### src/rtl/plu_pkg.sv
//------------------------------------------------------------------------------
// plu_pkg
// Shared widths, register indexes and fixed-point helpers for the pixel lift.
//------------------------------------------------------------------------------
package plu_pkg;

   localparam int CoordW = 24;
   localparam int PixW   = 16;
   // wide enough for every intermediate of one distortion evaluation
   localparam int WideW  = 52;

   typedef logic signed [CoordW-1:0] coord_type;
   typedef logic signed [WideW-1:0]  wide_type;

   typedef enum logic [2:0] {
      REG_INV_FX = 3'd0,
      REG_INV_FY = 3'd1,
      REG_OFF_X  = 3'd2,
      REG_OFF_Y  = 3'd3,
      REG_K1     = 3'd4,
      REG_K2     = 3'd5,
      REG_P1     = 3'd6,
      REG_P2     = 3'd7
   } reg_idx_type;

   typedef struct packed {
      logic [23:0] inv_fx;
      logic [23:0] inv_fy;
      coord_type   off_x;
      coord_type   off_y;
      coord_type   k1;
      coord_type   k2;
      coord_type   p1;
      coord_type   p2;
   } cfg_type;

   // item travelling down the pipe
   typedef struct packed {
      logic      vld;
      logic      mode;
      coord_type dx;
      coord_type dy;
      coord_type ux;
      coord_type uy;
   } item_type;

   // round half up from Q.40 product to Q.20 (arithmetic shift is floor)
   function automatic wide_type rnd20(input logic signed [63:0] v);
      logic signed [63:0] t;
      t = (v + 64'sd524288) >>> 20;
      return t[WideW-1:0];
   endfunction

   function automatic coord_type sat24(input wide_type v);
      if (v > wide_type'(8388607))
         return coord_type'(24'sh7fffff);
      else if (v < -wide_type'(8388608))
         return coord_type'(24'sh800000);
      else
         return v[CoordW-1:0];
   endfunction

endpackage

### src/rtl/plu_norm.sv
//------------------------------------------------------------------------------
// plu_norm
// Pixel to normalized coordinates: multiply by inverse focal, round, offset.
// Two register stages.
//------------------------------------------------------------------------------
module plu_norm (
   input  logic                clock,
   input  logic                reset,
   input  logic                in_vld,
   input  logic [15:0]         pixel_x,
   input  logic [15:0]         pixel_y,
   input  logic                mode,
   input  plu_pkg::cfg_type    cfg,
   output plu_pkg::item_type   item_out
);
   import plu_pkg::*;

   logic        vld1_ff, mode1_ff;
   logic [39:0] px_ff, py_ff;
   logic [39:0] px_in, py_in;
   item_type    out_ff, out_in;
   wide_type    sx, sy;

   assign px_in = 40'(pixel_x) * 40'(cfg.inv_fx);
   assign py_in = 40'(pixel_y) * 40'(cfg.inv_fy);

   always_comb begin
      sx = wide_type'((px_ff + 40'd128) >> 8) + wide_type'(cfg.off_x);
      sy = wide_type'((py_ff + 40'd128) >> 8) + wide_type'(cfg.off_y);
      out_in.vld  = vld1_ff;
      out_in.mode = mode1_ff;
      out_in.dx   = sat24(sx);
      out_in.dy   = sat24(sy);
      out_in.ux   = sat24(sx);
      out_in.uy   = sat24(sy);
   end

   always_ff @(posedge clock) begin
      px_ff    <= px_in;
      py_ff    <= py_in;
      mode1_ff <= mode;
      if (reset) begin
         vld1_ff <= 1'b0;
         out_ff  <= '0;
      end else begin
         vld1_ff <= in_vld;
         out_ff  <= out_in;
      end
   end

   assign item_out = out_ff;
endmodule

### config.mk
export PLATFORM = sky130hd
export DESIGN_NAME = plu_norm
export DESIGN_NICKNAME = d
export VERILOG_FILES = /design/src/rtl/plu_pkg.sv /design/src/rtl/plu_norm.sv
export SDC_FILE = /design/constraint.sdc
export NUM_CORES = 2
export LEC_CHECK = 0
export BUFFER_PORTS_ARGS = -buffer_cell sky130_fd_sc_hd__buf_2
export CAP_MARGIN = 20
export CORE_MARGIN = 1
export CORE_UTILIZATION = 54
export DETAILED_ROUTE_END_ITERATION = 8
export GPL_TIMING_DRIVEN = 0
export MAX_ROUTING_LAYER = met4
export PLACE_DENSITY = 0.78
export SKIP_CTS_REPAIR_TIMING = 1
export SLEW_MARGIN = 20
export SYNTH_ARGS = -nofsm -noshare
export SYNTH_HDL_FRONTEND = slang
export SYNTH_SLANG_ARGS = --single-unit
export TNS_END_PERCENT = 5
### constraint.sdc
create_clock -name clock -period 7.2 [get_ports clock]
set_input_delay 0.36 -clock clock [delete_from_list [all_inputs] [get_ports clock]]
set_output_delay 0.36 -clock clock [all_outputs]
set_load 0.1 [all_outputs]
==> flow_metrics.py <==
metrics = {
    "clock_tree": {
        "clock_latency_ps": 430,
        "cts_tree": "done",
        "clkTransAtPathRegs_ps": 60,
        "cts_root_buffer": "clkbuf_16",
        "htree_levels": 4,
        "cts_sinks": 118,
        "cts_buffers": 17,
        "clockBufferDepth": 2,
    },
    "die": {
        "start_util_pct": 55.1,
        "rows": 88,
        "die_w_um": 246,
        "core_sq_um": 58100,
        "io_pins": 326,
        "fp.dieArea_sq_um": 60300,
        "die_y_um": 246,
    },
    "final_layout": {
        "register_area_sq_um": 2360,
        "syn2layout_area_growth_pct": 8.40,
        "nets": 5126,
        "fillers": 5049,
        "multi_input_area_sq_um": 26000,
        "final_layout_size_suffix_gt1_share_pct": 8.98,
        "utilization_pct": 59.8,
    },
    "global_routing": {
        "grt_start_max_net_pins": 17,
        "grt_pass1_vias": 26200,
        "grt_pass1_wl_um": 137000,
        "grt_use_total_pct": 29.8,
        "grt_antenna_before_repair": 4,
        "grt-ovfl-total": 0,
    },
    "drt": {
        "drt_wl_total_um": 85300,
        "drtAntennaViolNets": 0,
        "dr_wl_met2_um": 38400,
        "vias": 26200,
        "drt-initial-drc-count": 1795,
        "top_layer": "met4",
        "drc": 0,
        "first_pass_iters": 5,
        "met3WireLength_um": 7860,
        "wl_met1_um": 36400,
        "via_per_inst": 5.47,
        "drt-wirelength-per-cell_um": 17.8,
    },
    "yosys": {
        "syn-mean-instance-area_sq_um": 8.54,
        "syn_nets": 4883,
        "synth_top_area_share_pct": 38.2,
        "synth.yosys.seq_area_share_pct": 7.37,
        "netlist_top_cells_area": "fa_1 38%, ha_1 11%, inv_1 8.6%, dfxtp_1 7.4%, nand2_1 6.7%",
        "yosysTopAreaCell": "fa_1",
        "syn_inst": 3755,
        "syn-cell-area_sq_um": 32100,
        "async_flop_share_pct": 0,
        "synth-seq-cells": 118,
        "yosysWarnings": 0,
        "synth-edff-count": 0,
        "ys.flop_type": "dfxtp_1",
        "yosys.cell_types.count": 75,
    },
    "setup_path": {
        "cp-startpoint": "pixel_y[7]",
        "r2r_setup_slack_ps": 1850,
        "reg2reg_depth": 20,
        "cp-start-kind": "primary input",
        "r2r-end": "item_out[51]",
        "cp-end-kind": "flop",
        "worst-setup-path-type": "primary input to flop",
        "reg2reg_from": "py_ff[9]",
        "cp.arrival_ps": 7260,
        "endpoint": "py_ff[39]",
        "worstPathRequired_ps": 7510,
        "worst-path-max-fanout": 10,
    },
    "timing": {
        "skew_ps": 8.11,
        "setup_viol": 0,
        "fin_crit_sh_pct": 96.6,
        "worstMarginPinSlew_ps": 837,
        "maxSlewViolCount": 0,
        "fmax_mhz": 144,
        "rsz0062_at_grt": "yes",
        "finalHoldViolations": 0,
        "period_minus_slack_ps": 6960,
        "setup-tns-final_ps": 0,
        "relSlewSlack_pct": 44.2,
    },
    "place": {
        "dp_hpwl_um": 72900,
        "routabilityCongestion": 1.02,
        "portBuffers": 229,
    },
    "run": {
        "maxCapViolCount": 0,
    },
    "min_path": {
        "hold_path.class": "primary input to flop",
    },
    "run_status": {
        "outcome": "finished, final reports clean",
    },
}
==> worst max-delay path, cell delays in order <==
cell and delay [ps]:
buf_2 230, clkbuf_1 610, nand2_1 180, fa_1 560, inv_1 50, fa_1 500, fa_1 650, fa_1 470
fa_1 490, inv_1 50, fa_1 470, inv_1 40, ha_1 310, a21oi_1 80, o21ai_0 260, o21ai_0 140
nand2_1 80, a21o_1 210, a311oi_1 180, o31ai_1 570, a2111oi_0 200, or3_1 420, xnor2_1 150
==> cells by family after synthesis <==
| logic type | synth area share, % |
|---|---|
| xor+xnor | 4.81 |
| mux | 0.0312 |
| fa+ha+maj | 49.5 |
| flops | 7.37 |
| simple gates | 18.8 |
| compound gates | 8.02 |
| buf+inv | 11.5 |
==> cell usage in the layout, fill, tap and decap left out, drive strengths merged, types with 60 or more instances in the layout <==
cell      n
and2    336
xnor2   116
inv     737
a21oi    92
a21o     60
o21ai    83
ha      288
nand2   573
clkbuf  152
fa      612
nor2    117
dfxtp   118
xor2     60
buf     284
==> layer usage <==
metal / vias to the layer above / global-route usage [%]
met5: - / -
met4: 0 / 9.43
met3: 187 / 6.17
met1: 12800 / 40.3
li1: 12000 / -
met2: 1154 / 45.0
==> worst min-delay path by stage <==
stage / slack, ps / cells past startpoint / start / end
after floorplan: 390 / 0 / mode / mode1_ff
after global placement: 430 / 1 / vld1_ff / item_out[97]
after detailed placement: 440 / 1 / vld1_ff / item_out[97]
after CTS: 20 / 1 / mode / mode1_ff
after global routing: 10 / 1 / mode / mode1_ff
final: 30 / 1 / mode / mode1_ff
==> metrics by stage <==
step | hold slack, ps | cell area (sq um) | std cells | setup WS, ps
after detailed placement | 437 | 34200 | 4749 | -509
after floorplan | 388 | 32100 | 3755 | 876
after CTS | 15.3 | 34700 | 4781 | -113
after global routing | 14.4 | 34700 | 4780 | -61.0
after global placement | 431 | 34200 | 4749 | -401
final | 32.0 | 34700 | 4781 | 243
==> state kept, by name (all words and copies together) (netlist names) <==
| signal | count |
|---|---|
| mode1_ff | 1 |
| vld1_ff | 1 |
| py_ff | 33 |
| px_ff | 33 |
| item_out | 50 |
==> synthesized netlist by cell type, types with 31 or more instances <==
cell and number:
o21ai_0 61, ha_1 288, clkbuf_1 135, o211ai_1 34
fa_1 612, a21oi_1 91, buf_4 48, and2_1 336
nand4_1 35, xnor2_1 116, nand3_1 53, a21o_1 60
nor2_1 117, nand2_1 573, dfxtp_1 118, inv_1 733
xor2_1 60, nor3_1 31
==> area by class of cell <==
type,count,area share (%)
diodes,5,0.0360
well taps,765,2.75
flip-flops and latches,118,6.80
plain buffers,188,2.71
clock inverters,13,0.281
repair buffers,229,3.30
multi-input cells,2711,74.9
inverters,733,7.92
clock buffers,19,1.30
Power is left out: the tool's default activity adds up to more than one toggle a clock period on the data nets, which glitch-free logic cannot reach.
