$ cat src/rtl/plu_pkg.sv
//------------------------------------------------------------------------------
// plu_pkg
// Shared widths, register indexes and fixed-point helpers for the pixel lift.
//------------------------------------------------------------------------------
package plu_pkg;

   localparam int CoordW = 24;
   localparam int PixW   = 16;
   // wide enough for every intermediate of one distortion evaluation
   localparam int WideW  = 52;

   typedef logic signed [CoordW-1:0] coord_type;
   typedef logic signed [WideW-1:0]  wide_type;

   typedef enum logic [2:0] {
      REG_INV_FX = 3'd0,
      REG_INV_FY = 3'd1,
      REG_OFF_X  = 3'd2,
      REG_OFF_Y  = 3'd3,
      REG_K1     = 3'd4,
      REG_K2     = 3'd5,
      REG_P1     = 3'd6,
      REG_P2     = 3'd7
   } reg_idx_type;

   typedef struct packed {
      logic [23:0] inv_fx;
      logic [23:0] inv_fy;
      coord_type   off_x;
      coord_type   off_y;
      coord_type   k1;
      coord_type   k2;
      coord_type   p1;
      coord_type   p2;
   } cfg_type;

   // item travelling down the pipe
   typedef struct packed {
      logic      vld;
      logic      mode;
      coord_type dx;
      coord_type dy;
      coord_type ux;
      coord_type uy;
   } item_type;

   // round half up from Q.40 product to Q.20 (arithmetic shift is floor)
   function automatic wide_type rnd20(input logic signed [63:0] v);
      logic signed [63:0] t;
      t = (v + 64'sd524288) >>> 20;
      return t[WideW-1:0];
   endfunction

   function automatic coord_type sat24(input wide_type v);
      if (v > wide_type'(8388607))
         return coord_type'(24'sh7fffff);
      else if (v < -wide_type'(8388608))
         return coord_type'(24'sh800000);
      else
         return v[CoordW-1:0];
   endfunction

endpackage

$ cat src/rtl/plu_csr.sv
//------------------------------------------------------------------------------
// plu_csr
// APB-style register file for focal, offset and distortion coefficients.
//------------------------------------------------------------------------------
module plu_csr (
   input  logic               clock,
   input  logic               reset,
   input  logic               psel,
   input  logic               penable,
   input  logic               pwrite,
   input  logic [4:0]         paddr,
   input  logic [31:0]        pwdata,
   output logic [31:0]        prdata,
   output logic               pready,
   output plu_pkg::cfg_type   cfg
);
   import plu_pkg::*;

   cfg_type     cfg_ff, cfg_in;
   reg_idx_type idx;
   logic        wr;

   assign idx    = reg_idx_type'(paddr[4:2]);
   assign wr     = psel & penable & pwrite;
   assign pready = 1'b1;

   always_comb begin
      cfg_in = cfg_ff;
      if (wr) begin
         unique case (idx)
            REG_INV_FX: cfg_in.inv_fx = pwdata[23:0];
            REG_INV_FY: cfg_in.inv_fy = pwdata[23:0];
            REG_OFF_X:  cfg_in.off_x  = pwdata[23:0];
            REG_OFF_Y:  cfg_in.off_y  = pwdata[23:0];
            REG_K1:     cfg_in.k1     = pwdata[23:0];
            REG_K2:     cfg_in.k2     = pwdata[23:0];
            REG_P1:     cfg_in.p1     = pwdata[23:0];
            REG_P2:     cfg_in.p2     = pwdata[23:0];
            default:    cfg_in = cfg_ff;
         endcase
      end
   end

   always_comb begin
      unique case (idx)
         REG_INV_FX: prdata = {8'd0, cfg_ff.inv_fx};
         REG_INV_FY: prdata = {8'd0, cfg_ff.inv_fy};
         REG_OFF_X:  prdata = {8'd0, cfg_ff.off_x};
         REG_OFF_Y:  prdata = {8'd0, cfg_ff.off_y};
         REG_K1:     prdata = {8'd0, cfg_ff.k1};
         REG_K2:     prdata = {8'd0, cfg_ff.k2};
         REG_P1:     prdata = {8'd0, cfg_ff.p1};
         REG_P2:     prdata = {8'd0, cfg_ff.p2};
         default:    prdata = 32'd0;
      endcase
   end

   always_ff @(posedge clock) begin
      if (reset) begin
         cfg_ff <= '{inv_fx: 24'd32768, inv_fy: 24'd32768, default: '0};
      end else begin
         cfg_ff <= cfg_in;
      end
   end

   assign cfg = cfg_ff;
endmodule

$ cat config.mk
export PLATFORM = sky130hd
export DESIGN_NAME = plu_csr
export DESIGN_NICKNAME = d
export VERILOG_FILES = /design/src/rtl/plu_pkg.sv /design/src/rtl/plu_csr.sv
export SDC_FILE = /design/constraint.sdc
export NUM_CORES = 1
export LEC_CHECK = 0
export ABC_AREA = 1
export BUFFER_PORTS_ARGS = -buffer_cell sky130_fd_sc_hd__buf_4
export CORE_AREA = 10 10 159 131
export DETAILED_ROUTE_END_ITERATION = 7
export DIE_AREA = 0 0 169 141
export GPL_TIMING_DRIVEN = 0
export MAX_ROUTING_LAYER = met4
export PLACE_DENSITY = 0.79
export SKIP_CTS_REPAIR_TIMING = 1
export SLEW_MARGIN = 20
export SYNTH_ARGS = -nofsm -noshare
export SYNTH_HDL_FRONTEND = slang
export SYNTH_SLANG_ARGS = --single-unit
$ cat constraint.sdc
create_clock -name clock -period 1.42 [get_ports clock]
set_input_delay 0.071 -clock clock [delete_from_list [all_inputs] [get_ports clock]]
set_output_delay 0.071 -clock clock [all_outputs]
set_load 0.05 [all_outputs]
==> flow_summary.rst <==
.. list-table::
   :header-rows: 1

   * - Metric
     - Value
   * - Run status
     - finished with violations
   * - Violations in the final reports
     - negative setup slack
   * - Capturing element type of the critical path
     - output pin
   * - Mapped cell area
     - 9026 um^2
   * - Post-synthesis area per instance
     - 6.927 um^2
   * - Chip Height
     - 141 um
   * - Type of the worst setup path
     - reg -> out
   * - Worst max-slew margin expressed relative to the limit
     - 0.4504
   * - Leakage power of the design
     - 5.843 nW
   * - Final max-slew violation count
     - 0
   * - Number of antenna diodes
     - 0
   * - Instance area after placement
     - 11000 um^2
   * - Worst Path Buf+Inv
     - 1
   * - Starting DRC count in detailed routing
     - 1737
   * - Fin Setup TNS
     - -1.543 ns
   * - Initial antenna violation count
     - 0
   * - Slew at the pin closest to its max-slew limit
     - 0.8243 ns
   * - CTS HTree Levels
     - 4
   * - Power density normalized to cell area
     - 976.5 nW/um^2
   * - Met2 wire length
     - 18230 um
   * - Power after layout
     - 12.16 mW
   * - TritonCTS clock tree
     - done
   * - Initial standard-cell utilization of the core
     - 0.5076
   * - Peak supply drop
     - 838.5 uV
   * - Required time of the critical path
     - 1.35 ns
   * - Ratio of routed vias to standard cells
     - 6.045
   * - Final #Nets
     - 1604
   * - Count of unique library cells instantiated by Yosys
     - 26
   * - Clk sink count
     - 192
   * - Number of synthesis warnings
     - 0
   * - Half-perimeter wire length of the detailed placement result
     - 31920 um
   * - Horizontal extent of the die
     - 169 um
   * - Worst skew pair latency
     - 0.45 ns
   * - Cell type with the highest aggregate area in the netlist
     - sky130_fd_sc_hd__dfxtp_1
   * - Wire length of the first global-routing pass
     - 61710 um
   * - Port Buf Inserts
     - 221
   * - Worst Hold Slack
     - 0.008195 ns
   * - Setup Skew
     - 0 ns
   * - Largest net degree at the start of global routing
     - 20
   * - Layout cell share with drive strength beyond 1
     - 0.3556
   * - Biggest area contributors in the synthesized netlist
     - sky130_fd_sc_hd__dfxtp_1, sky130_fd_sc_hd__nor2_1, sky130_fd_sc_hd__o21ai_0
   * - Gp weighted congestion
     - 1.034
   * - Maximum number of buffers from clock root to sink
     - 2
   * - Root Buffer Master
     - sky130_fd_sc_hd__clkbuf_16
   * - GRT overflow
     - 0
   * - Setup slack of the critical path after layout
     - -0.1209 ns
   * - Highest layer used for signal routing
     - met4
   * - Area of the core
     - 17780 um^2
   * - Number of DRC violations after detailed routing
     - 0
   * - Most used cells in the layout excluding fill and tap cells
     - sky130_fd_sc_hd__nor2_1, sky130_fd_sc_hd__buf_4, sky130_fd_sc_hd__o21ai_0
   * - Kind of launch point of the worst setup path
     - register
   * - Vias after detailed routing
     - 10911
   * - Wire length the detailed router placed on met1
     - 17210 um
   * - Max-cap violation count
     - 0
   * - Worst min-delay path class
     - in -> reg
   * - Endpoint arrival time on the critical path
     - 1.47 ns
   * - Share of the core filled with cells in the final layout
     - 0.7005
   * - Cell breakdown of the critical path
     - nand4_1 -> nand2_2 -> nor2_2 -> nand3_2 -> buf_8
   * - Met3 routed WL
     - 6642 um
   * - Std cell rows
     - 44
   * - Cell area after layout
     - 12460 um^2
   * - Area fraction of the dominant cell type after synthesis
     - 0.4258
   * - RSZ-0062 raised after global routing
     - yes
   * - Final Setup Violations
     - 24
   * - Largest delay contributor family on the critical path
     - simple AND/OR/NAND/NOR gates
   * - Area growth from synthesis to layout
     - 38.00%
   * - Delay of the slowest cell on the worst path
     - 0.34 ns
   * - Count of mapped cells out of synthesis
     - 1303
   * - Global-route usage over all layers
     - 0.3475
   * - Count of boundary I/O pins
     - 267
   * - Final critical path time including I/O delays and setup
     - 1.541 ns
   * - Register clock-pin slew on the reported worst setup and hold paths
     - 0.08 ns
   * - Number of flip-flops under the largest register name
     - 192
   * - Post-synthesis sequential area ratio
     - 0.4258
   * - Most frequent standard cell in the layout excluding fill and tap cells
     - sky130_fd_sc_hd__nor2_1
   * - Wire length reported by the detailed router
     - 43630 um
   * - Die Outline Area
     - 23830 um^2
   * - Period utilization
     - 1.085
   * - Number of global-route vias before repair
     - 9563
   * - Cell with the largest stage delay on the worst path
     - sky130_fd_sc_hd__dfxtp_1
   * - Largest fanout of any net on the critical path
     - 3
   * - Flip-flop and latch count after synthesis
     - 192
   * - TritonCTS buffer count
     - 17
   * - Length of the first detailed-routing pass in iterations
     - 8
   * - Number of nets with antenna violations after detailed routing
     - 0
   * - Max frequency
     - 649.0 MHz
   * - Hold Violations, Final
     - 0
   * - Mean routed wirelength per cell
     - 24.17 um
final cells by class:
cell class | instances | area (um^2)
Buffer | 145 | 829.5
Clock buffer | 18 | 439.2
Fill cell | 1509 | 5326
Inverter | 33 | 132.6
Multi-Input combinational cell | 940 | 4786
Tap cell | 230 | 287.8
Timing Repair Buffer | 233 | 1881
Sequential cell | 192 | 3929
Clock inverter | 14 | 171.4
worst register-to-register path: stages, from the launching register on:
cell and delay (ns):
sky130_fd_sc_hd__dfxtp_4 0.34, sky130_fd_sc_hd__buf_4 0.14, sky130_fd_sc_hd__o21ai_1 0.16, sky130_fd_sc_hd__nor2_1 0.06
where the power goes:
part / switching (mW) / internal, mW / leakage (nW)
Clock: 2.52 / 2.58 / 0.292
Sequential: 0.0700 / 5.45 / 1.58
Combinational: 1.18 / 0.369 / 3.97
per-layer routing:
metal / GRT usage / vias up
li1: - / 4860
met1: 0.4646 / 5042
met3: 0.1139 / 123
met5: - / -
met2: 0.4753 / 886
met4: 0.1315 / 0
kinds of logic after synthesis:
family                 share of synthesized area
AOI/OAI and AO/OA                         0.1054
buffers and inverters                    0.09481
DFF                                       0.4258
other                                  0.0008320
and+or+nand+nor                           0.3732
worst paths after layout:
path                                            start                     to  slack, ns  depth (start not counted)
worst min register to register  cfg[159]$_SDFFE_PP1P_  cfg[159]$_SDFFE_PP1P_       0.50                          2
worst max-delay path             cfg[52]$_SDFFE_PP0P_              prdata[4]      -0.12                          5
worst min-delay path                       pwdata[23]  cfg[167]$_SDFFE_PP0P_      0.008                          3
worst max register to register  cfg[138]$_SDFFE_PP0P_  cfg[138]$_SDFFE_PP0P_       0.61                          3
cell usage after synthesis (all sizes together):
library cell	n
nor2	341
dfxtp	192
o21ai	190
nand2	126
nor3	120
nand4	98
buf	96
nand3	56
clkbuf	49
inv	32
conb	2
clkinv	1
through the flow:
step	std cells	setup WS (ns)
after floorplan	1310	0.009170
after CTS	1793	-0.5281
after detailed placement	1761	-0.5345
after global routing	1805	-0.1359
after global placement	1761	-0.5393
final	1805	-0.1209
No activity file was read; power rests on OpenSTA's default activity.
